$ cat src/hdl/rwpd_pkg.sv
// Shared types and constants for the RIFF/WAVE PCM deframer.
`timescale 1ns / 1ps
`default_nettype none
package rwpd_pkg;

  typedef enum logic [2:0] {
    PH_HEADER = 3'd0,
    PH_TAG    = 3'd1,
    PH_LENGTH = 3'd2,
    PH_FMT    = 3'd3,
    PH_SKIP   = 3'd4,
    PH_PAD    = 3'd5,
    PH_DATA   = 3'd6,
    PH_DONE   = 3'd7
  } phase_e;

  typedef enum logic [2:0] {
    ST_SAMPLE    = 3'd0,
    ST_END       = 3'd1,
    ST_BAD_RIFF  = 3'd2,
    ST_BAD_CHUNK = 3'd3,
    ST_NOT_PCM   = 3'd4,
    ST_NOT_MONO  = 3'd5,
    ST_BAD_DEPTH = 3'd6,
    ST_TRUNCATED = 3'd7
  } status_e;

  localparam logic [31:0] TAG_RIFF = 32'h4646_4952;
  localparam logic [31:0] TAG_WAVE = 32'h4556_4157;
  localparam logic [31:0] TAG_FMT  = 32'h2074_6D66;
  localparam logic [31:0] TAG_DATA = 32'h6174_6164;

  localparam logic [31:0] IDX_RIFF_END = 32'd3;
  localparam logic [31:0] IDX_HDR_END  = 32'd11;
  localparam logic [31:0] IDX_WORD_END = 32'd3;
  localparam logic [31:0] FMT_MIN_LEN  = 32'd16;

  localparam logic [15:0] FMT_PCM  = 16'd1;
  localparam logic [15:0] CH_MONO  = 16'd1;
  localparam logic [15:0] DEPTH_16 = 16'd16;
  localparam logic [15:0] DEPTH_24 = 16'd24;

  typedef struct packed {
    logic [7:0] data_byte;
    logic       end_of_file;
  } in_t;

  typedef struct packed {
    logic signed [15:0] sample_value;
    logic [31:0]        sample_rate;
    logic [2:0]         status;
    logic               last_result;
  } out_t;

  typedef struct packed {
    logic signed [15:0] sample;
    status_e            status;
    logic               last;
  } result_t;

  typedef struct packed {
    logic    valid;
    result_t entry;
  } res_beat_t;

endpackage
`default_nettype wire

$ cat src/hdl/rwpd_back.sv
// Back end: output register that forms the result beat and holds it under stall.
`timescale 1ns / 1ps
`default_nettype none
module rwpd_back (
  input  logic                clk_i,
  input  logic                rst_ni,
  input  rwpd_pkg::res_beat_t head_i,
  output logic                pop_o,
  input  logic [31:0]         rate_i,
  output logic                out_valid_o,
  input  logic                out_ready_i,
  output rwpd_pkg::out_t      out_o
);
  import rwpd_pkg::*;

  logic out_valid_q, out_valid_d;
  out_t out_q, out_d;

  assign pop_o = head_i.valid & (~out_valid_q | out_ready_i);

  always_comb begin
    out_valid_d = out_valid_q & ~out_ready_i;
    out_d       = out_q;
    if (pop_o) begin
      out_valid_d        = 1'b1;
      out_d.sample_value = (head_i.entry.status == ST_SAMPLE) ? head_i.entry.sample : '0;
      out_d.sample_rate  = rate_i;
      out_d.status       = head_i.entry.status;
      out_d.last_result  = head_i.entry.last;
    end
  end

  always_ff @(posedge clk_i or negedge rst_ni) begin
    if (!rst_ni) begin
      out_valid_q <= 1'b0;
    end else begin
      out_valid_q <= out_valid_d;
    end
  end

  always_ff @(posedge clk_i) begin
    out_q <= out_d;
  end

  assign out_valid_o = out_valid_q;
  assign out_o       = out_q;

`ifndef NO_ASSERTIONS
  a_zero_on_status: assert property (@(posedge clk_i) disable iff (!rst_ni)
    out_valid_q && out_q.status != ST_SAMPLE |-> out_q.sample_value == '0)
    else $error("nonzero sample on a status beat");
`endif
endmodule
`default_nettype wire

$ cat config.mk
export PLATFORM = sky130hd
export DESIGN_NAME = rwpd_back
export DESIGN_NICKNAME = d
export VERILOG_FILES = /design/src/hdl/rwpd_pkg.sv /design/src/hdl/rwpd_back.sv
export SDC_FILE = /design/constraint.sdc
export NUM_CORES = 1
export LEC_CHECK = 0
export BUFFER_PORTS_ARGS = -buffer_cell sky130_fd_sc_hd__buf_2
export CORE_ASPECT_RATIO = 0.8
export CORE_UTILIZATION = 37
export DETAILED_ROUTE_END_ITERATION = 6
export GPL_TIMING_DRIVEN = 0
export HOLD_SLACK_MARGIN = 0.1
export PLACE_DENSITY = 0.72
export SYNTH_ARGS = -nofsm -noshare
export SYNTH_HDL_FRONTEND = slang
export SYNTH_SLANG_ARGS = --single-unit
$ cat constraint.sdc
create_clock -name clk_i -period 2.3 [get_ports clk_i]
set_clock_uncertainty 0.05 [all_clocks]
set_input_delay 0.345 -clock clk_i [delete_from_list [all_inputs] [get_ports clk_i]]
set_output_delay 0.345 -clock clk_i [all_outputs]
set_load 0.01 [all_outputs]
==> flow_results.xml <==
<?xml version="1.0" encoding="UTF-8"?>
<metrics>
  <group name="status">
    <metric name="result_of_the_run" unit="">completed</metric>
  </group>
  <group name="power_and_ir_drop">
    <metric name="power_density" unit="nW/um^2">715</metric>
    <metric name="static-leakage-power" unit="nW">1.07</metric>
    <metric name="vdd_ir_drop_max" unit="V">0.000374</metric>
  </group>
  <group name="timing">
    <metric name="tightestPinTransition" unit="ns">0.359</metric>
    <metric name="hold_ws" unit="ns">0.175</metric>
    <metric name="max_clock_freq" unit="GHz">0.516</metric>
    <metric name="timing_hold_violations_final" unit="">0</metric>
    <metric name="max_slew_margin" unit="%">76.1</metric>
    <metric name="final.min_clock_period" unit="ns">1.94</metric>
    <metric name="maxSlewViolCount" unit="">0</metric>
    <metric name="totalNegativeSetupSlack" unit="ns">0</metric>
    <metric name="post-route-period-util" unit="%">84.3</metric>
    <metric name="rsz0062_at_grt" unit="">false</metric>
    <metric name="setup_viol" unit="">0</metric>
  </group>
  <group name="placement">
    <metric name="io_buffer_count" unit="">109</metric>
    <metric name="gp_routability_congestion" unit="">0.695</metric>
    <metric name="detailed_place.area" unit="um^2">2370</metric>
    <metric name="place.detailed.hpwl" unit="mm">2.39</metric>
  </group>
  <group name="cells_and_area">
    <metric name="area_growth" unit="%">42.2</metric>
    <metric name="final.fill_count" unit="">344</metric>
    <metric name="design.final.nets" unit="">248</metric>
    <metric name="final_cell_mix" unit="">sky130_fd_sc_hd__buf_2 (109), sky130_fd_sc_hd__edfxtp_1 (52), sky130_fd_sc_hd__and2_1 (16)</metric>
    <metric name="post_route_cells_drive_above_1_share" unit="%">61.7</metric>
    <metric name="most_common_cell_after_layout_fill_and_taps_aside" unit="">sky130_fd_sc_hd__buf_2</metric>
    <metric name="diodes" unit="">0</metric>
    <metric name="finalInstanceArea" unit="um^2">2460</metric>
    <metric name="layout.core_utilization" unit="%">56.8</metric>
  </group>
  <group name="cts">
    <metric name="postCtsSetupBuffers" unit="">0</metric>
    <metric name="clk_pin_slew_worst_paths" unit="ns">0.08</metric>
    <metric name="htreeDepth" unit="">2</metric>
    <metric name="clk_path_buf_depth" unit="">2</metric>
    <metric name="cts.sinks" unit="">53</metric>
    <metric name="cts_inserted_buffers" unit="">5</metric>
    <metric name="cts_tree" unit="">yes</metric>
    <metric name="worst_skew_pair.late_latency" unit="ns">0.29</metric>
    <metric name="ctsRootBufferMaster" unit="">sky130_fd_sc_hd__clkbuf_8</metric>
  </group>
  <group name="logic_synthesis">
    <metric name="netlist-cell-type-count" unit="">6</metric>
    <metric name="ys_ff_latch" unit="">53</metric>
    <metric name="cell_area_after_synthesis" unit="um^2">1730</metric>
    <metric name="postSynthNetCount" unit="">130</metric>
    <metric name="synthesis.area_per_instance" unit="um^2">23.4</metric>
    <metric name="yosysWarnings" unit="">0</metric>
    <metric name="synth-seq-area-share" unit="%">91.6</metric>
    <metric name="post_synthesis_cell_count" unit="">74</metric>
  </group>
  <group name="route">
    <metric name="viasPerCell" unit="">4.26</metric>
    <metric name="wl" unit="mm">3.10</metric>
    <metric name="drtAntennaViolNets" unit="">0</metric>
    <metric name="wl_per_cell" unit="um">12.4</metric>
    <metric name="total_via_count_in_the_routed_design" unit="">1066</metric>
    <metric name="iteration_count_of_the_initial_detailed_routing_pass" unit="">3</metric>
    <metric name="detailed_router_s_first_iteration_violation_count" unit="">44</metric>
    <metric name="drcViolationCount" unit="">0</metric>
  </group>
  <group name="setup_path">
    <metric name="worst_ep_arrival_time" unit="ns">1.54</metric>
    <metric name="worst_setup_path_startpoint" unit="">out_valid_o</metric>
    <metric name="r2r_path_start" unit="">out_valid_o</metric>
    <metric name="critPathCapture" unit="">pop_o</metric>
    <metric name="worst_setup_path_end_kind" unit="">output pin</metric>
    <metric name="critical_path.max_fanout" unit="">27</metric>
    <metric name="critPathKind" unit="">register to output pin</metric>
    <metric name="worst-r2r-cell-count" unit="">3</metric>
    <metric name="regToRegEndpoint" unit="">out_o[25]</metric>
    <metric name="critPathLaunchType" unit="">register</metric>
    <metric name="ff2ff_setup_slack" unit="ns">0.86</metric>
    <metric name="worstPathRequired" unit="ns">1.90</metric>
  </group>
  <group name="global_routing">
    <metric name="grt_first_pass_wirelength" unit="mm">4.95</metric>
    <metric name="grt_pass1_vias" unit="">1130</metric>
    <metric name="grt_use_total" unit="%">13.7</metric>
    <metric name="grt_start_max_net_pins" unit="">28</metric>
    <metric name="grt_antenna_before_repair" unit="">0</metric>
    <metric name="global_route.overflow_total" unit="">0</metric>
  </group>
  <group name="floorplanning">
    <metric name="die_y" unit="um">63.2</metric>
    <metric name="io_pins" unit="">110</metric>
    <metric name="initial_core_util" unit="%">40.0</metric>
    <metric name="die-width" unit="um">78.5</metric>
    <metric name="core-area" unit="um^2">4340</metric>
    <metric name="placementRows" unit="">21</metric>
    <metric name="fp.dieArea" unit="um^2">4960</metric>
  </group>
  <group name="worst_hold_path">
    <metric name="worst_hold_path_type" unit="">input port to register</metric>
    <metric name="min_delay_path_depth" unit="">1</metric>
  </group>
  <group name="run">
    <metric name="cap_violations" unit="">0</metric>
  </group>
</metrics>
critical path: stages, from the launching register on:
cell                       delay, ns
sky130_fd_sc_hd__dfrtp_1        0.38
sky130_fd_sc_hd__nand2b_1       0.09
sky130_fd_sc_hd__and2_4         0.38
sky130_fd_sc_hd__buf_12         0.23
sky130_fd_sc_hd__buf_2          0.15
worst min-delay path by stage:
stage	startpoint	end	slack, ns
5_1_grt	rate_i[31]	out_o[35]	0.15
2_1_floorplan	rst_ni	out_valid_o	-0.0006
4_1_cts	rate_i[23]	out_o[27]	0.16
3_3_place_gp	rst_ni	out_valid_o	0.07
6_report	rate_i[5]	out_o[9]	0.17
3_5_place_dp	rst_ni	out_valid_o	0.08
layout make-up:
class	instances	area, um^2	area share (%)
Buffer	1	11.3	0.457
Clock buffer	5	68.8	2.79
Clock inverter	3	12.5	0.508
Multi-Input combinational cell	20	138	5.59
Sequential cell	53	1590	64.4
Tap cell	57	71.3	2.89
Timing Repair Buffer	111	576	23.4
power by group:
group	internal (mW)	switching (mW)
Sequential	1.12	0.0109
Clock	0.205	0.265
Combinational	0.0777	0.0846
Total	1.40	0.360
cells by family (layout without fill, tap and decap cells):
| group | count (synthesis) | in the layout | synth area share, % |
|---|---|---|---|
| buffers and inverters | 1 | 120 | 0.650 |
| AND/OR/NAND/NOR | 20 | 20 | 7.80 |
| flip-flops | 53 | 53 | 91.6 |
Yosys cell counts, drive strengths merged:
cell	n	area (um^2)
dfrtp	1	25.0
nor3	1	16.3
and2	17	106
edfxtp	52	1560
nand2b	2	12.5
buf	1	11.3
repair_timing:
| item | 4_1_cts | 5_1_grt |
|---|---|---|
| resized for setup | 0 | 1 |
| endpoints found under the hold margin | 1 | 0 |
| endpoints found under the setup margin | 0 | 1 |
| hold buffers | 1 | 0 |
metrics by stage:
step           instances  setup WS [ns]  total power, mW
3_5_place_dp         241          0.375             1.32
6_report             250          0.362             1.76
2_1_floorplan         74         0.0257             1.21
5_1_grt              250          0.218             1.85
4_1_cts              250          0.113             1.79
3_3_place_gp         240         -0.661             1.31
layer usage:
| layer | up-vias | routed length, um | global-route usage [%] | part of all wire, % |
|---|---|---|---|---|
| met5 | - | 0 | 0 | 0 |
| met4 | 0 | 38 | 6.94 | 1.2 |
| met3 | 5 | 558 | 8.84 | 18 |
| met2 | 85 | 1370 | 21.6 | 44 |
| met1 | 466 | 1130 | 13.8 | 36 |
| li1 | 510 | - | - | - |
flip-flops by register name (all words and copies together) (netlist names):
register / count
out_o: 52
out_valid_o: 1
No activity file was read; power rests on OpenSTA's default activity.
