`config.mk`:
```
export PLATFORM = sky130hd
export DESIGN_NAME = rwpd_queue
export DESIGN_NICKNAME = d
export VERILOG_FILES = /design/src/hdl/rwpd_pkg.sv /design/src/hdl/rwpd_queue.sv
export SDC_FILE = /design/constraint.sdc
export NUM_CORES = 1
export LEC_CHECK = 0
export BUFFER_PORTS_ARGS = -buffer_cell sky130_fd_sc_hd__buf_4
export CAP_MARGIN = 20
export CORE_MARGIN = 3
export CORE_UTILIZATION = 50
export DETAILED_ROUTE_END_ITERATION = 6
export PLACE_DENSITY = 0.8
export SYNTH_ARGS = -nofsm -noshare
export SYNTH_HDL_FRONTEND = slang
export SYNTH_SLANG_ARGS = --single-unit
```
`constraint.sdc`:
```
create_clock -name clk_i -period 2.6 [get_ports clk_i]
set_clock_uncertainty 0.15 [all_clocks]
set_input_delay 0.52 -clock clk_i [delete_from_list [all_inputs] [get_ports clk_i]]
set_output_delay 0.52 -clock clk_i [all_outputs]
set_load 0.01 [all_outputs]
```
`src/hdl/rwpd_pkg.sv`:
```
// Shared types and constants for the RIFF/WAVE PCM deframer.
`timescale 1ns / 1ps
`default_nettype none
package rwpd_pkg;

  typedef enum logic [2:0] {
    PH_HEADER = 3'd0,
    PH_TAG    = 3'd1,
    PH_LENGTH = 3'd2,
    PH_FMT    = 3'd3,
    PH_SKIP   = 3'd4,
    PH_PAD    = 3'd5,
    PH_DATA   = 3'd6,
    PH_DONE   = 3'd7
  } phase_e;

  typedef enum logic [2:0] {
    ST_SAMPLE    = 3'd0,
    ST_END       = 3'd1,
    ST_BAD_RIFF  = 3'd2,
    ST_BAD_CHUNK = 3'd3,
    ST_NOT_PCM   = 3'd4,
    ST_NOT_MONO  = 3'd5,
    ST_BAD_DEPTH = 3'd6,
    ST_TRUNCATED = 3'd7
  } status_e;

  localparam logic [31:0] TAG_RIFF = 32'h4646_4952;
  localparam logic [31:0] TAG_WAVE = 32'h4556_4157;
  localparam logic [31:0] TAG_FMT  = 32'h2074_6D66;
  localparam logic [31:0] TAG_DATA = 32'h6174_6164;

  localparam logic [31:0] IDX_RIFF_END = 32'd3;
  localparam logic [31:0] IDX_HDR_END  = 32'd11;
  localparam logic [31:0] IDX_WORD_END = 32'd3;
  localparam logic [31:0] FMT_MIN_LEN  = 32'd16;

  localparam logic [15:0] FMT_PCM  = 16'd1;
  localparam logic [15:0] CH_MONO  = 16'd1;
  localparam logic [15:0] DEPTH_16 = 16'd16;
  localparam logic [15:0] DEPTH_24 = 16'd24;

  typedef struct packed {
    logic [7:0] data_byte;
    logic       end_of_file;
  } in_t;

  typedef struct packed {
    logic signed [15:0] sample_value;
    logic [31:0]        sample_rate;
    logic [2:0]         status;
    logic               last_result;
  } out_t;

  typedef struct packed {
    logic signed [15:0] sample;
    status_e            status;
    logic               last;
  } result_t;

  typedef struct packed {
    logic    valid;
    result_t entry;
  } res_beat_t;

endpackage
`default_nettype wire

```
`src/hdl/rwpd_queue.sv`:
```
// Small result queue between the parser and the output stage.
`timescale 1ns / 1ps
`default_nettype none
module rwpd_queue #(
  parameter int unsigned DEPTH = 4
) (
  input  logic                clk_i,
  input  logic                rst_ni,
  input  rwpd_pkg::res_beat_t push_i,
  output logic                space_o,
  output rwpd_pkg::res_beat_t head_o,
  input  logic                pop_i
);
  import rwpd_pkg::*;

  localparam int unsigned PTR_W = (DEPTH > 1) ? $clog2(DEPTH) : 1;
  localparam int unsigned CNT_W = $clog2(DEPTH + 1);
  localparam logic [PTR_W-1:0] PTR_LAST = PTR_W'(DEPTH - 1);
  localparam logic [CNT_W-1:0] CNT_FULL = CNT_W'(DEPTH);

  result_t          mem_q [DEPTH];
  logic [PTR_W-1:0] wr_q, wr_d, rd_q, rd_d;
  logic [CNT_W-1:0] cnt_q, cnt_d;
  logic             do_push, do_pop;

  assign space_o      = (cnt_q != CNT_FULL);
  assign do_push      = push_i.valid & space_o;
  assign do_pop       = pop_i & head_o.valid;
  assign head_o.valid = (cnt_q != '0);
  assign head_o.entry = mem_q[rd_q];

  always_comb begin
    wr_d  = wr_q;
    rd_d  = rd_q;
    cnt_d = cnt_q;
    if (do_push) wr_d = (wr_q == PTR_LAST) ? '0 : wr_q + PTR_W'(1);
    if (do_pop) rd_d = (rd_q == PTR_LAST) ? '0 : rd_q + PTR_W'(1);
    case ({do_push, do_pop})
      2'b10:   cnt_d = cnt_q + CNT_W'(1);
      2'b01:   cnt_d = cnt_q - CNT_W'(1);
      default: cnt_d = cnt_q;
    endcase
  end

  always_ff @(posedge clk_i) begin
    if (do_push) mem_q[wr_q] <= push_i.entry;
  end

  always_ff @(posedge clk_i or negedge rst_ni) begin
    if (!rst_ni) begin
      wr_q  <= '0;
      rd_q  <= '0;
      cnt_q <= '0;
    end else begin
      wr_q  <= wr_d;
      rd_q  <= rd_d;
      cnt_q <= cnt_d;
    end
  end

`ifndef NO_ASSERTIONS
  a_no_overflow: assert property (@(posedge clk_i) disable iff (!rst_ni)
    cnt_q == CNT_FULL |-> !(push_i.valid && !pop_i))
    else $error("result pushed into full queue");
`endif
endmodule
`default_nettype wire

```
==> results of run 1 <==
worst max-delay path, stage by stage (launching register included):
cell and delay (ns):
dfrtp_1 0.42, or3b_4 0.44, and2_4 0.19, inv_1 0.05, ha_1 0.19, inv_1 0.06
fa_1 0.37, xor2_1 0.15, nor2_1 0.11, xor2_1 0.14
cell usage in the layout (no fill, tap or decap), drive strengths merged:
cell type	count
fa	1
mux2	4
xnor2	1
dlygate4sd3	1
ha	6
xor2	2
mux4	20
and3	4
or3	1
clkinvlp	2
inv	8
nor2	3
edfxtp	80
or3b	1
dfrtp	7
buf	50
and2	1
clkbuf	9
bufinv	1
clkinv	3
mux2i	1
nand2	1
timing repair:
item                                   in CTS  in global routing
endpoints found under the hold margin       7                  0
hold buffers                                1                  0
resized for setup                           0                  0
buffers inserted                            0                  0
kinds of logic (layout without fill, tap and decap cells):
group                      count (synthesis)  count (layout)  synth area share
DFF                                       87              87             0.773
muxes                                     25              25             0.154
and+or+nand+nor                           11              11            0.0218
buffers and inverters                     11              74            0.0150
adders and majority gates                  7               7            0.0285
xor gates and xnor gates                   3               3           0.00788
how the worst max path moves through the flow:
stage                          from                   end  slack, ns  cells after the start
2_1_floorplan  cnt_q[0]$_DFFE_PN0P_  cnt_q[2]$_DFFE_PN0P_       0.36                      9
3_3_place_gp   cnt_q[0]$_DFFE_PN0P_  cnt_q[2]$_DFFE_PN0P_       0.31                      9
3_5_place_dp   cnt_q[0]$_DFFE_PN0P_  cnt_q[2]$_DFFE_PN0P_       0.26                      9
4_1_cts         rd_q[0]$_DFFE_PN0P_            head_o[16]       0.24                      3
5_1_grt        cnt_q[0]$_DFFE_PN0P_  cnt_q[2]$_DFFE_PN0P_       0.16                      9
6_report       cnt_q[0]$_DFFE_PN0P_  cnt_q[2]$_DFFE_PN0P_       0.26                      9
sequential cells by signal (all words and copies together), names as in the netlist:
signal / flops
mem_q: 80
cnt_q: 3
rd_q: 2
wr_q: 2
stage by stage:
step           worst slack, ns  power, mW  hold WS [ns]  cells
4_1_cts                  0.241       4.46         0.203    284
3_3_place_gp             0.313       3.52         0.188    267
5_1_grt                  0.163       4.65         0.195    284
2_1_floorplan            0.358       2.93        0.0744    144
3_5_place_dp             0.261       3.57         0.189    267
6_report                 0.256       4.40         0.222    284
per-layer routing:
layer / GRT usage / wire length (µm)
met1: 0.200 / 2280
met3: 0.0499 / 286
met2: 0.254 / 2790
met5: 0 / 0
met4: 0.0586 / 53
power breakdown:
group | switching, mW | leakage (nW) | internal, mW
Sequential | 0.106 | 0.815 | 1.87
Clock | 0.455 | 0.0956 | 0.445
Combinational | 0.717 | 0.539 | 0.810
Total | 1.28 | 1.45 | 3.12
final cells by class:
| class | count | area, µm² |
|---|---|---|
| tap | 77 | 96.3 |
| fill | 429 | 2430 |
| inverter | 7 | 26.3 |
| timing repair buffer | 51 | 385 |
| clock inverter | 7 | 72.6 |
| clock buffer | 9 | 124 |
| multi-input combinational | 46 | 707 |
| sequential | 87 | 2580 |
==> metrics.md, run 1 <==
| Metric | Value |
|---|---|
| Number of setup violations in the final report | 0 |
| Nets@finish | between 200 and 250 |
| Via count | between 1.5k and 2k |
| Hold_sp | push_i[13] |
| Final max-slew violation count | 0 |
| Fin area | 3990 µm² |
| Final GP Congestion | 0.771 |
| FMAX | 427 MHz |
| Num ports | between 40 and 50 |
| Cell count after synthesis | around 140 |
| P per Cell Area | 1100 nW/µm² |
| HPWL Detailed | ~3700 µm |
| TritonCTS Buffers | 9 |
| Initial DRC count | 72 |
| Die area | between 7000 and 8000 µm² |
| Global-route wire length before repair | 8420 µm |
| Worst-Skew Late Latency | 0.34 ns |
| Hold Path Cell Cnt | 1 |
| CP Capture Type | flop |
| Placed Area | 3780 µm² |
| Clock buffer depth | 2 |
| Post-Route WL | about 5400 µm |
| Actual slew at the worst max-slew pin | 0.553 ns |
| CP Launch Type | flop |
| Vias in the first global route | between 1.5k and 2k |
| Status | finished clean |
| Die X | roughly 88 µm |
| Commonest cells post-synth | 80 x edfxtp_1, 20 x mux4_2, 7 x dfrtp_1, 7 x inv_1, 6 x ha_1 |
| Library cells used by synthesis | 20 |
| Hold Vio Cnt, Final | 0 |
| DR pass1 iterations | 4 |
| Core Area | about 6400 µm² |
| Top cell type's share of synthesized area | 0.720 |
| H-tree Lvls | 3 |
| Synthesized area | roughly 3300 µm² |
| CTS tree | yes |
| DRC viols | 0 |
| R2R Path Start | cnt_q[0]$_DFFE_PN0P_ |
| Register area share after synthesis | 0.773 |
| Top_reg_cell synth | edfxtp_1 |
| Grt total ovfl | 0 |
| Post-synth ARST share | 0.0805 |
| Post-route antenna net violation count | 0 |
| MaxCap Viol Count | 0 |
| Area grow syn2layout | 19.6% |
| Hold Path Class | input port to flop |
| Initial Utilization | 0.519 |
| Area leader, netlist | edfxtp_1 |
| Pin count of the biggest net entering global routing | 21 |
| Clock-pin slew on the worst setup and hold paths | about 0.080 ns |
| Worst reg2reg endpoint | cnt_q[2]$_DFFE_PN0P_ |
| All-Layer GR Usage | 0.157 |
| Worst Path Required | 2.73 ns |
| R2R cell count | 9 |
| Final TNS setup | 0 ns |
| Post-synth EDFFs | 80 |
| Yosys synthesis warning count | 0 |
| Share of cells above drive strength 1 | 0.469 |
| Number of buffers added on ports | 45 |
| Core Util, Final | 0.621 |
| Vias per cell | 5.36 |
| Worst Path Max Fanout | 6 |
| Num Clock Sinks | between 80 and 90 |
| Maximum vdd drop | approximately 0.8 mV |
| Unrepaired setup endpoints after global routing | no |
| WS Path Type | flop to flop |
| Initial antenna violation count | 0 |
| Syn Nets | 175 |
| Avg WL per Cell | ~19 µm |
| #FFs+latches synth | between 80 and 90 |
| Synth top area cells | edfxtp_1 72%, mux4_2 14%, dfrtp_1 5.3% |
| Num rows | 29 |
| Root Buffer | clkbuf_8 |
| Pleak | between 1 and 1.5 nW |
| Rel. slew slack | 0.631 |
| Antenna Cells | 0 |
| Most frequent cell after synthesis | edfxtp_1 |
| R2R Setup Slk | around 0.26 ns |
| Die Y | just under 90 µm |
| Hold Path Sink | mem_q[1][13]$_DFFE_PP_ |
| Critical Path AT | roughly 2.5 ns |
| Period minus WS final | 2.34 ns |
| Final worst path period share | 0.901 |
| Syn Area/Cell | 23.2 µm² |
No activity file was read; power rests on OpenSTA's default activity.
==> run 2: changes to the inputs <==
--- a/config.mk
+++ b/config.mk
@@ -7,7 +7,7 @@
 export LEC_CHECK = 0
 export BUFFER_PORTS_ARGS = -buffer_cell sky130_fd_sc_hd__buf_4
 export CAP_MARGIN = 20
-export CORE_MARGIN = 3
+export CORE_MARGIN = 5
 export CORE_UTILIZATION = 50
 export DETAILED_ROUTE_END_ITERATION = 6
 export PLACE_DENSITY = 0.8
==> run 2 against run 1 <==
  * Sequential share of layout area is 0.30 points lower
  * Sequential power barely moved
  * Combinational power about the same
  * Global-route usage decreased by 1.8 points
  * Register-to-register slack is essentially flat
  * Final area increased by 0.47%
  * Worst setup slack worse by 0.065 ns
  * Final cell count fell by 1.1%
  * Non-clock buffer count down 1
  * Core utilization is 0.29 points higher
  * Largest power group unchanged
==> metrics.md, run 2 (synthesized netlist as in run 1, its figures left out) <==
| Metric | Value |
|---|---|
| Largest regs | mem_q (80), cnt_q (3) |
| TritonCTS Buffers | 9 |
| DRC viols | 0 |
| Final TNS setup | 0 ns |
| Period minus WS final | 2.41 ns |
| Total Power | roughly 4.6 mW |
| Final GP Congestion | 0.780 |
| Sw power | ~1.3 mW |
| Grt total ovfl | 0 |
| Flop pwr share | 0.431 |
| Number of buffers added on ports | 45 |
| Num ports | 46 |
| Via count | 1519 |
| Critical path origin | rd_q[0]$_DFFE_PN0P_ |
| Clock buffer depth | 2 |
| Pleak | approximately 1.5 nW |
| Area grow syn2layout | 20.2% |
| Share of cells above drive strength 1 | 0.456 |
| Logic pwr share | 0.338 |
| Number of setup violations in the final report | 0 |
| Root Buffer | clkbuf_8 |
| Initial antenna violation count | 0 |
| Final worst path period share | 0.926 |
| Clock Power Share | 0.231 |
| Worst Path Max Fanout | 16 |
| Die area | approximately 8400 µm² |
| Clock-pin slew on the worst setup and hold paths | roughly 0.080 ns |
| Initial DRC count | 51 |
| CP Launch Type | flop |
| CP Capture Type | output port |
| Post-route antenna net violation count | 0 |
| Global-route wire length before repair | 8750 µm |
| Vias in the first global route | ~1.7k |
| MaxCap Viol Count | 0 |
| Worst-Skew Late Latency | roughly 0.34 ns |
| Max reg flops | 80 |
| Internal Power | 3.29 mW |
| Post-Route WL | about 5400 µm |
| All-Layer GR Usage | 0.139 |
| Num Clock Sinks | 87 |
| Most frequent cells in the layout | 80 x edfxtp_1, 49 x buf_4, 20 x mux4_2 |
| P per Cell Area | 1140 nW/µm² |
| R2R Path Start | cnt_q[0]$_DFFE_PN0P_ |
| CTS tree | yes |
| Core Area | between 6000 and 7000 µm² |
| Nets@finish | between 200 and 250 |
| Largest reg by FF count | mem_q |
| Rel. slew slack | 0.633 |
| R2R Setup Slk | approximately 0.26 ns |
| FILL cells | around 450 |
| Hold Path Cell Cnt | 1 |
| Commonest non-fill, non-tap cell in the layout | edfxtp_1 |
| Final max-slew violation count | 0 |
| CP Capture Point | head_o[7] |
| Critical Path AT | 1.74 ns |
| Vias per cell | ~5.4 |
| HPWL Detailed | between 3000 and 4000 µm |
| Maximum vdd drop | 0.725 mV |
| FMAX | between 400 and 500 MHz |
| Unrepaired setup endpoints after global routing | no |
| Hold Vio Cnt, Final | 0 |
| Worst reg2reg endpoint | cnt_q[2]$_DFFE_PN0P_ |
| R2R cell count | 9 |
| Pin count of the biggest net entering global routing | 21 |
| Hold Path Class | input port to flop |
| WS Path Type | flop to output port |
| Avg WL per Cell | about 19 µm |
| Die Y | about 90 µm |
| Die X | 91.7 µm |
| Actual slew at the worst max-slew pin | approximately 0.55 ns |
| Worst Path Required | 1.93 ns |
| Switching Share | 0.277 |
| H-tree Lvls | 3 |
| Initial Utilization | 0.519 |
| Num rows | 29 |
| Antenna Cells | 0 |
| Post-CTS setup buffer count | 0 |
| DR pass1 iterations | 4 |
| Status | finished clean |
==> run 2: changes by cell type in the layout (fill, tap and decap cells not counted), sizes merged <==
cell / delta
clkinv: -1
inv: -1
bufinv: +2
buf: -1
clkinvlp: -2
==> run 2: worst max-delay path: stages, from the launching register on <==
cell     delay [ns]
dfrtp_1        0.35
buf_4          0.32
mux4_2         0.56
buf_4          0.16
==> run 2: power groups by stage <==
stage | registers [mW] | clock network, mW | logic [mW]
after floorplan | 1.97 | 0 | 0.962
after global placement | 1.98 | 0 | 1.54
after global routing | 1.99 | 1.13 | 1.68
final | 1.96 | 1.05 | 1.54
after CTS | 1.96 | 1.07 | 1.58
after detailed placement | 1.99 | 0 | 1.57
==> run 2: timing repair <==
| item | 4_1_cts | 5_1_grt |
|---|---|---|
| resized for setup | 0 | 0 |
| endpoints found under the hold margin | 7 | 0 |
| hold buffers | 1 | 0 |
==> run 2: how the worst min path moves through the flow <==
stage / start / end / slack (ns)
6_report: push_i[8] / mem_q[3][8]$_DFFE_PP_ / 0.23
5_1_grt: push_i[15] / mem_q[3][15]$_DFFE_PP_ / 0.20
4_1_cts: push_i[8] / mem_q[3][8]$_DFFE_PP_ / 0.21
3_5_place_dp: rst_ni / cnt_q[0]$_DFFE_PN0P_ / 0.19
3_3_place_gp: rst_ni / cnt_q[1]$_DFFE_PN0P_ / 0.19
2_1_floorplan: rst_ni / cnt_q[0]$_DFFE_PN0P_ / 0.07
==> run 2: stage by stage <==
| step | utilization | setup WS [ns] | cells | hold slack (ns) | area, µm² |
|---|---|---|---|---|---|
| floorplan | - | 0.358 | 144 | 0.0744 | 3330 |
| global placement | 0.588 | 0.353 | 266 | 0.188 | 3770 |
| detailed placement | 0.588 | 0.263 | 266 | 0.187 | 3770 |
| CTS | 0.624 | 0.148 | 281 | 0.209 | 4010 |
| global route | 0.624 | 0.0689 | 281 | 0.203 | 4010 |
| finish | 0.624 | 0.191 | 281 | 0.225 | 4010 |
==> run 2: final cells by class <==
cell class	instances	area (µm²)	area share
clock buffer	9	124	0.0309
clock inverter	5	98.8	0.0247
inverter	7	26.3	0.00656
multi-input combinational	46	707	0.176
sequential	87	2580	0.643
tap	77	96.3	0.0240
timing repair buffer	50	378	0.0943
==> run 2: layer usage <==
metal,up-vias,global-route usage,part of all wire
met5,-,0,0
met3,4,0.0466,0.058
li1,693,-,-
met2,45,0.226,0.49
met1,777,0.177,0.44
met4,0,0.0452,0.0054
