<file path="config.mk">
export PLATFORM = sky130hd
export DESIGN_NAME = rwpd_front
export DESIGN_NICKNAME = d
export VERILOG_FILES = /design/src/hdl/rwpd_pkg.sv /design/src/hdl/rwpd_front.sv
export SDC_FILE = /design/constraint.sdc
export NUM_CORES = 1
export LEC_CHECK = 0
export ABC_AREA = 0
export BUFFER_PORTS_ARGS = -buffer_cell sky130_fd_sc_hd__buf_2
export CAP_MARGIN = 20
export CORE_UTILIZATION = 26
export CTS_CLUSTER_SIZE = 28
export DETAILED_ROUTE_END_ITERATION = 8
export SYNTH_ARGS = -nofsm -noshare
export SYNTH_HDL_FRONTEND = slang
export SYNTH_SLANG_ARGS = --single-unit
</file>
<file path="constraint.sdc">
create_clock -name clk_i -period 4.4 [get_ports clk_i]
set_input_delay 0.88 -clock clk_i [delete_from_list [all_inputs] [get_ports clk_i]]
set_output_delay 0.88 -clock clk_i [all_outputs]
set_load 0.03 [all_outputs]
</file>
<file path="src/hdl/rwpd_pkg.sv">
// Shared types and constants for the RIFF/WAVE PCM deframer.
`timescale 1ns / 1ps
`default_nettype none
package rwpd_pkg;

  typedef enum logic [2:0] {
    PH_HEADER = 3'd0,
    PH_TAG    = 3'd1,
    PH_LENGTH = 3'd2,
    PH_FMT    = 3'd3,
    PH_SKIP   = 3'd4,
    PH_PAD    = 3'd5,
    PH_DATA   = 3'd6,
    PH_DONE   = 3'd7
  } phase_e;

  typedef enum logic [2:0] {
    ST_SAMPLE    = 3'd0,
    ST_END       = 3'd1,
    ST_BAD_RIFF  = 3'd2,
    ST_BAD_CHUNK = 3'd3,
    ST_NOT_PCM   = 3'd4,
    ST_NOT_MONO  = 3'd5,
    ST_BAD_DEPTH = 3'd6,
    ST_TRUNCATED = 3'd7
  } status_e;

  localparam logic [31:0] TAG_RIFF = 32'h4646_4952;
  localparam logic [31:0] TAG_WAVE = 32'h4556_4157;
  localparam logic [31:0] TAG_FMT  = 32'h2074_6D66;
  localparam logic [31:0] TAG_DATA = 32'h6174_6164;

  localparam logic [31:0] IDX_RIFF_END = 32'd3;
  localparam logic [31:0] IDX_HDR_END  = 32'd11;
  localparam logic [31:0] IDX_WORD_END = 32'd3;
  localparam logic [31:0] FMT_MIN_LEN  = 32'd16;

  localparam logic [15:0] FMT_PCM  = 16'd1;
  localparam logic [15:0] CH_MONO  = 16'd1;
  localparam logic [15:0] DEPTH_16 = 16'd16;
  localparam logic [15:0] DEPTH_24 = 16'd24;

  typedef struct packed {
    logic [7:0] data_byte;
    logic       end_of_file;
  } in_t;

  typedef struct packed {
    logic signed [15:0] sample_value;
    logic [31:0]        sample_rate;
    logic [2:0]         status;
    logic               last_result;
  } out_t;

  typedef struct packed {
    logic signed [15:0] sample;
    status_e            status;
    logic               last;
  } result_t;

  typedef struct packed {
    logic    valid;
    result_t entry;
  } res_beat_t;

endpackage
`default_nettype wire

</file>
<file path="src/hdl/rwpd_front.sv">
// Front end: byte parser that walks the RIFF chunks and classifies each beat.
`timescale 1ns / 1ps
`default_nettype none
module rwpd_front (
  input  logic                clk_i,
  input  logic                rst_ni,
  input  logic                in_valid_i,
  output logic                in_ready_o,
  input  logic [7:0]          data_byte_i,
  input  logic                end_of_file_i,
  input  logic                space_i,
  output rwpd_pkg::res_beat_t push_o,
  output logic [31:0]         rate_o
);
  import rwpd_pkg::*;

  phase_e      phase_q, phase_d, adv;
  logic [31:0] cnt_q, cnt_d;
  logic [31:0] tag_q, tag_d;
  logic [31:0] len_q, len_d;
  logic [15:0] afmt_q, afmt_d;
  logic [15:0] chan_q, chan_d;
  logic [31:0] rate_q, rate_d;
  logic [15:0] depth_q, depth_d;
  logic        fmt_seen_q, fmt_seen_d;
  logic        sb3_q, sb3_d;
  logic [1:0]  bis_q, bis_d;

  logic        acc;
  logic [31:0] tag_shift, len_shift, cnt_inc;
  logic        body_end, whole, tail;
  logic [1:0]  bis_inc;
  result_t     res;
  logic        res_vld;

  assign in_ready_o = space_i;
  assign acc        = in_valid_i & space_i;
  assign tag_shift  = {data_byte_i, tag_q[31:8]};
  assign len_shift  = {data_byte_i, len_q[31:8]};
  assign cnt_inc    = cnt_q + 32'd1;
  assign body_end   = (cnt_inc == len_q);
  assign bis_inc    = bis_q + 2'd1;
  assign whole      = (bis_inc >= {1'b1, sb3_q});
  assign rate_o     = rate_q;

  // Decode: result of this byte, phase to advance to, datapath updates
  always_comb begin
    adv        = phase_q;
    res_vld    = 1'b0;
    res.sample = '0;
    res.status = ST_SAMPLE;
    res.last   = 1'b0;
    tail       = 1'b0;
    cnt_d      = cnt_q;
    tag_d      = tag_q;
    len_d      = len_q;
    afmt_d     = afmt_q;
    chan_d     = chan_q;
    rate_d     = rate_q;
    depth_d    = depth_q;
    fmt_seen_d = fmt_seen_q;
    sb3_d      = sb3_q;
    bis_d      = bis_q;
    case (phase_q)
      PH_HEADER: begin
        tag_d = tag_shift;
        if ((cnt_q == IDX_RIFF_END && tag_shift != TAG_RIFF) ||
            (cnt_q == IDX_HDR_END && tag_shift != TAG_WAVE)) begin
          res_vld    = 1'b1;
          res.status = ST_BAD_RIFF;
          res.last   = 1'b1;
        end else if (cnt_q == IDX_HDR_END) begin
          adv   = PH_TAG;
          cnt_d = '0;
          tail  = 1'b1;
        end else begin
          cnt_d = cnt_inc;
          tail  = 1'b1;
        end
      end
      PH_TAG: begin
        tag_d = tag_shift;
        tail  = 1'b1;
        if (cnt_q == IDX_WORD_END) begin
          adv   = PH_LENGTH;
          cnt_d = '0;
        end else begin
          cnt_d = cnt_inc;
        end
      end
      PH_LENGTH: begin
        len_d = len_shift;
        if (cnt_q != IDX_WORD_END) begin
          cnt_d = cnt_inc;
          tail  = 1'b1;
        end else begin
          cnt_d = '0;
          if (tag_q == TAG_FMT) begin
            if (len_shift < FMT_MIN_LEN) begin
              res_vld    = 1'b1;
              res.status = ST_BAD_CHUNK;
              res.last   = 1'b1;
            end else begin
              adv  = PH_FMT;
              tail = 1'b1;
            end
          end else if (tag_q == TAG_DATA) begin
            res_vld  = 1'b1;
            res.last = 1'b1;
            if (!fmt_seen_q) begin
              res.status = ST_BAD_CHUNK;
            end else if (afmt_q != FMT_PCM) begin
              res.status = ST_NOT_PCM;
            end else if (chan_q != CH_MONO) begin
              res.status = ST_NOT_MONO;
            end else if (depth_q != DEPTH_16 && depth_q != DEPTH_24) begin
              res.status = ST_BAD_DEPTH;
            end else begin
              sb3_d = (depth_q == DEPTH_24);
              bis_d = '0;
              if (len_shift == '0) begin
                res.status = ST_END;
              end else begin
                adv = PH_DATA;
                if (end_of_file_i) begin
                  res.status = ST_TRUNCATED;
                end else begin
                  res_vld  = 1'b0;
                  res.last = 1'b0;
                end
              end
            end
          end else begin
            tail = 1'b1;
            adv  = (len_shift == '0) ? PH_TAG : PH_SKIP;
          end
        end
      end
      PH_FMT: begin
        tail = 1'b1;
        if (cnt_q == 32'd0) afmt_d = {8'd0, data_byte_i};
        if (cnt_q == 32'd1) afmt_d[15:8] = data_byte_i;
        if (cnt_q == 32'd2) chan_d = {8'd0, data_byte_i};
        if (cnt_q == 32'd3) chan_d[15:8] = data_byte_i;
        if (cnt_q == 32'd4) rate_d = {24'd0, data_byte_i};
        if (cnt_q == 32'd5) rate_d[15:8] = data_byte_i;
        if (cnt_q == 32'd6) rate_d[23:16] = data_byte_i;
        if (cnt_q == 32'd7) rate_d[31:24] = data_byte_i;
        if (cnt_q == 32'd14) depth_d = {8'd0, data_byte_i};
        if (cnt_q == 32'd15) depth_d[15:8] = data_byte_i;
        if (body_end) begin
          fmt_seen_d = 1'b1;
          adv        = len_q[0] ? PH_PAD : PH_TAG;
          cnt_d      = '0;
        end else begin
          cnt_d = cnt_inc;
        end
      end
      PH_SKIP: begin
        tail = 1'b1;
        if (body_end) begin
          adv   = len_q[0] ? PH_PAD : PH_TAG;
          cnt_d = '0;
        end else begin
          cnt_d = cnt_inc;
        end
      end
      PH_PAD: begin
        tail  = 1'b1;
        adv   = PH_TAG;
        cnt_d = '0;
      end
      PH_DATA: begin
        tag_d = tag_shift;
        cnt_d = cnt_inc;
        bis_d = whole ? 2'd0 : bis_inc;
        if (body_end) begin
          res_vld  = 1'b1;
          res.last = 1'b1;
          if (whole) begin
            res.sample = tag_shift[31:16];
          end else begin
            res.status = ST_END;
          end
        end else if (end_of_file_i) begin
          res_vld    = 1'b1;
          res.last   = 1'b1;
          res.status = ST_TRUNCATED;
        end else if (whole) begin
          res_vld    = 1'b1;
          res.sample = tag_shift[31:16];
        end
      end
      default: begin
      end
    endcase
    if (tail && end_of_file_i) begin
      res_vld    = 1'b1;
      res.last   = 1'b1;
      res.status = (adv == PH_HEADER) ? ST_BAD_RIFF : ST_BAD_CHUNK;
    end
  end

  // Next state
  always_comb begin
    phase_d = phase_q;
    if (acc) begin
      phase_d = (res_vld && res.last) ? PH_DONE : adv;
    end
  end

  // Outputs
  always_comb begin
    push_o.valid = acc & res_vld;
    push_o.entry = res;
  end

  always_ff @(posedge clk_i or negedge rst_ni) begin
    if (!rst_ni) begin
      phase_q    <= PH_HEADER;
      cnt_q      <= '0;
      tag_q      <= '0;
      len_q      <= '0;
      afmt_q     <= '0;
      chan_q     <= '0;
      rate_q     <= '0;
      depth_q    <= '0;
      fmt_seen_q <= 1'b0;
      sb3_q      <= 1'b0;
      bis_q      <= '0;
    end else begin
      phase_q <= phase_d;
      if (acc && phase_q != PH_DONE) begin
        cnt_q      <= cnt_d;
        tag_q      <= tag_d;
        len_q      <= len_d;
        afmt_q     <= afmt_d;
        chan_q     <= chan_d;
        rate_q     <= rate_d;
        depth_q    <= depth_d;
        fmt_seen_q <= fmt_seen_d;
        sb3_q      <= sb3_d;
        bis_q      <= bis_d;
      end
    end
  end

`ifndef NO_ASSERTIONS
  a_last_closes: assert property (@(posedge clk_i) disable iff (!rst_ni)
    push_o.valid && push_o.entry.last |=> phase_q == PH_DONE)
    else $error("final result did not close the stream");
  a_quiet_done: assert property (@(posedge clk_i) disable iff (!rst_ni)
    phase_q == PH_DONE |-> !push_o.valid)
    else $error("result after final result");
`endif
endmodule
`default_nettype wire

</file>
==> results.yml <==
finish:
  layout-drive-gt1-share: 0.345
  antennaDiodeCount: 0
  nets_finish: 1076
  fin_cells: 1538
  postLayoutCellArea_um2: 12300
  area.growth.synth_to_final_pct: 25.7
timing:
  final.min_clock_period_ns: 4.59
  final-setup-viol-count: 20
  final_hold_viol_count: 0
  setup_repair_after_global_routing_missed_its_margin: "yes"
  totalNegativeSetupSlack_ns: -2.96
  ratio_of_final_minimum_period_to_clock_period: 1.04
  worst_pin_slew_ns: 0.964
  setup_slack_ns: -0.193
  finClkSkew_ns: 0.0162
  slew_violations: 0
  fmaxAchievable_mhz: 218
  fin_worst_hold_slack_ns: 0.491
  timing.slew.headroom: 0.357
placement:
  placed_area_um2: 11000
  gpl.final_weighted_congestion: 0.923
  numPortBuffers: 66
  numPlacedInstances: 1488
  post-dp-hpwl_um: 19400
global_routing:
  globalRouteTotalUtil: 0.150
  pin_count_of_the_biggest_net_entering_global_routing: 96
  grt_overflow_total: 0
  number_of_global_route_vias_before_repair: 8074
  wire_length_of_the_first_global_routing_pass_um: 45700
  grt_antenna_before_repair: 0
route:
  drt-initial-drc-count: 544
  met2_length_um: 13700
  wl_met3_um: 1310
  highest_layer: "met4"
  detail_route.wl_per_cell_um: 18.7
  first_pass_iters: 5
  postRouteAntennaNets: 0
  via_per_inst: 5.33
  detail_route.wirelength_um: 28700
  via_count: 8196
  drc: 0
  wl_met1_um: 13000
synth:
  synth.largest_area_cell: "sky130_fd_sc_hd__dfrtp_1"
  synth_top_area_frac: 0.470
  netlist_instances: 940
  synth.cell_area_um2: 9740
  ys_ff_latch: 183
  synth.area.top_cells: "sky130_fd_sc_hd__dfrtp_1, sky130_fd_sc_hd__mux2_2, sky130_fd_sc_hd__a22o_1"
  netlist-cell-type-count: 69
  postSynthAreaPerCell_um2: 10.4
  ys_seq_area_frac: 0.470
  synth_fp_nets: 959
  yosysWarnings: 0
  synth_enable_flop_cells: 0
  dominantRegCellSynth: "sky130_fd_sc_hd__dfrtp_1"
  synth-async-reset-ratio: 1.00
die:
  die-area_um2: 38300
  die_wd_um: 196
  initial_utilization: 0.265
  core_um2: 36800
  std_cell_rows: 70
  ioPinCount: 67
  die_h_um: 196
critical_path:
  timing.critical_path.depth: 12
  worst_path_most_repeated_cell: "sky130_fd_sc_hd__nand4_1"
  critical_path.cell_chain: "and4_4 > nand4_1 > buf_4 > or3_1 > a21oi_1 > nand4_1 > or4_4 > or2_4 > buf_8 > a21oi_4 > and2_4 > buf_6"
  reg2reg_depth: 10
  timing.setup.critical_path_class: "flop to primary output"
  crit_path_top_delay_cell: "sky130_fd_sc_hd__or4_4"
  critical_path.max_fanout: 8
  critical_path.n_buffers_inverters: 3
  path_delay_family: "simple AND/OR/NAND/NOR gates"
  start_kind: "flop"
  crit_path_end_kind: "primary output"
  critical_path_arrival_ns: 3.71
  cpPeakStageDelay_ns: 0.57
  required_ns: 3.52
outcome:
  violated_checks: "negative setup slack"
  outcome: "complete, but fails checks"
cts:
  cts_tree: "built"
  clk-insertion-delay-late_ns: 0.45
  h_tree_lvl_count: 4
  cts_root_buffer: "sky130_fd_sc_hd__clkbuf_16"
  cts_buffers: 17
  clock-sinks: 183
  worst_setup_hold_path_clk_slew_ns: 0.08
  clock_tree.buffer_depth: 2
worst_hold_path:
  hold_class: "flop to flop"
  hold_critical_path_depth: 2
power:
  power_density_nw_per_um2: 507
  static-leakage-power_uw: 0.00543
  ir_drop_mv: 0.271
  design_power_total_uw: 6210
run:
  max_cap_violations: 0
-- kinds of logic (layout without fill, tap and decap cells) --
group	count (synthesis)	count (layout)	synth area share
adder cells (fa/ha/maj)	6	6	0.00770
AND/OR/NAND/NOR	331	331	0.187
AO/OA/AOI/OAI	192	193	0.140
buffers and inverters	84	213	0.0394
XOR/XNOR	41	41	0.0369
flip-flops	183	183	0.470
multiplexers	103	103	0.119
-- synthesized netlist by cell type (all sizes together) (5+ instances only) --
| cell type | count |
|---|---|
| nand2b | 11 |
| nand4 | 25 |
| nor2 | 47 |
| a31oi | 29 |
| a21oi | 28 |
| nand3 | 21 |
| mux2 | 98 |
| nor4 | 35 |
| clkbuf | 43 |
| a22o | 42 |
| o31ai | 7 |
| and4 | 7 |
| a211oi | 7 |
| dfrtp | 183 |
| or3 | 6 |
| buf | 29 |
| and2 | 24 |
| nand2 | 83 |
| or4 | 9 |
| o21ai | 36 |
| o21a | 6 |
| nor2b | 11 |
| nor4b | 12 |
| inv | 12 |
| nor3 | 11 |
| xnor2 | 27 |
| ha | 6 |
| and3 | 9 |
| xor2 | 14 |
| mux2i | 5 |
-- flip-flops by register name, indices dropped and copies added (netlist names) --
| name | flops |
|---|---|
| len_q | 32 |
| afmt_q | 16 |
| cnt_q | 32 |
| phase_q | 3 |
| depth_q | 16 |
| tag_q | 32 |
| chan_q | 16 |
| rate_o | 32 |
| fmt_seen_q | 1 |
| sb3_q | 1 |
| bis_q | 2 |
-- final cells by class --
| cell class | instances | area [um2] |
|---|---|---|
| fill | 3699 | 24500 |
| multi-input combinational | 674 | 5100 |
| sequential | 183 | 4580 |
| timing repair buffer | 169 | 1290 |
| tap | 468 | 586 |
| clock buffer | 17 | 425 |
| clock inverter | 15 | 223 |
| inverter | 12 | 45.0 |
-- per-layer routing --
metal	vias to the layer above	track usage
met5	-	0
met4	0	0.0464
met3	53	0.0231
met2	254	0.244
met1	4165	0.205
li1	3724	-
-- stage by stage --
step | utilization | setup slack [ns]
2_1_floorplan | - | 0.00385
3_3_place_gp | 0.299 | -0.0489
3_5_place_dp | 0.299 | -0.0704
4_1_cts | 0.327 | -0.276
5_1_grt | 0.333 | -0.355
6_report | 0.333 | -0.193
-- worst reg2reg max path: cells and delay by family (launching register included) --
kind            cells  cell delay (ns)
flops               1             0.41
simple gates        4             1.91
mux                 1             0.14
buf+inv             2             0.42
compound gates      3             0.57
-- cell usage in the layout, fill, tap and decap left out, types with 20 or more instances in the layout --
cell and count:
sky130_fd_sc_hd__a21oi_1 25, sky130_fd_sc_hd__a22o_1 42, sky130_fd_sc_hd__a31oi_1 29, sky130_fd_sc_hd__buf_2 44, sky130_fd_sc_hd__buf_4 96, sky130_fd_sc_hd__buf_6 26
sky130_fd_sc_hd__dfrtp_1 181, sky130_fd_sc_hd__mux2_2 97, sky130_fd_sc_hd__nand2_1 79, sky130_fd_sc_hd__nand4_1 25, sky130_fd_sc_hd__nor2_1 44, sky130_fd_sc_hd__nor4_1 25
sky130_fd_sc_hd__o21ai_0 20, sky130_fd_sc_hd__xnor2_1 25
-- report_power, final --
| part | switching [uW] | total [uW] | leakage, uW | internal (uW) |
|---|---|---|---|---|
| logic | 1040 | 2010 | 0.00265 | 974 |
| clock network | 873 | 1680 | 0.000312 | 810 |
| registers | 449 | 2510 | 0.00246 | 2060 |
| total | 2360 | 6210 | 0.00543 | 3850 |
-- final timing paths --
check                            start           to  slack (ns)
max reg2reg                  cnt_q[22]    cnt_q[24]        0.82
max in group asynchronous       rst_ni     cnt_q[1]        2.91
max                           cnt_q[1]    push_o[5]       -0.19
min                        depth_q[15]  depth_q[15]        0.49
min in group asynchronous       rst_ni    rate_o[1]        0.51
min reg2reg                depth_q[15]  depth_q[15]        0.49
-- repair_timing --
item / 4_1_cts / 5_1_grt
cloned: 1 / 0
buffers inserted: 11 / 5
resized for setup: 84 / 36
endpoints found under the hold margin: 0 / 0
endpoints found under the setup margin: 21 / 21
hold buffers: 0 / 0
pin swaps: 23 / 22
(Power assumes the default switching activity.)
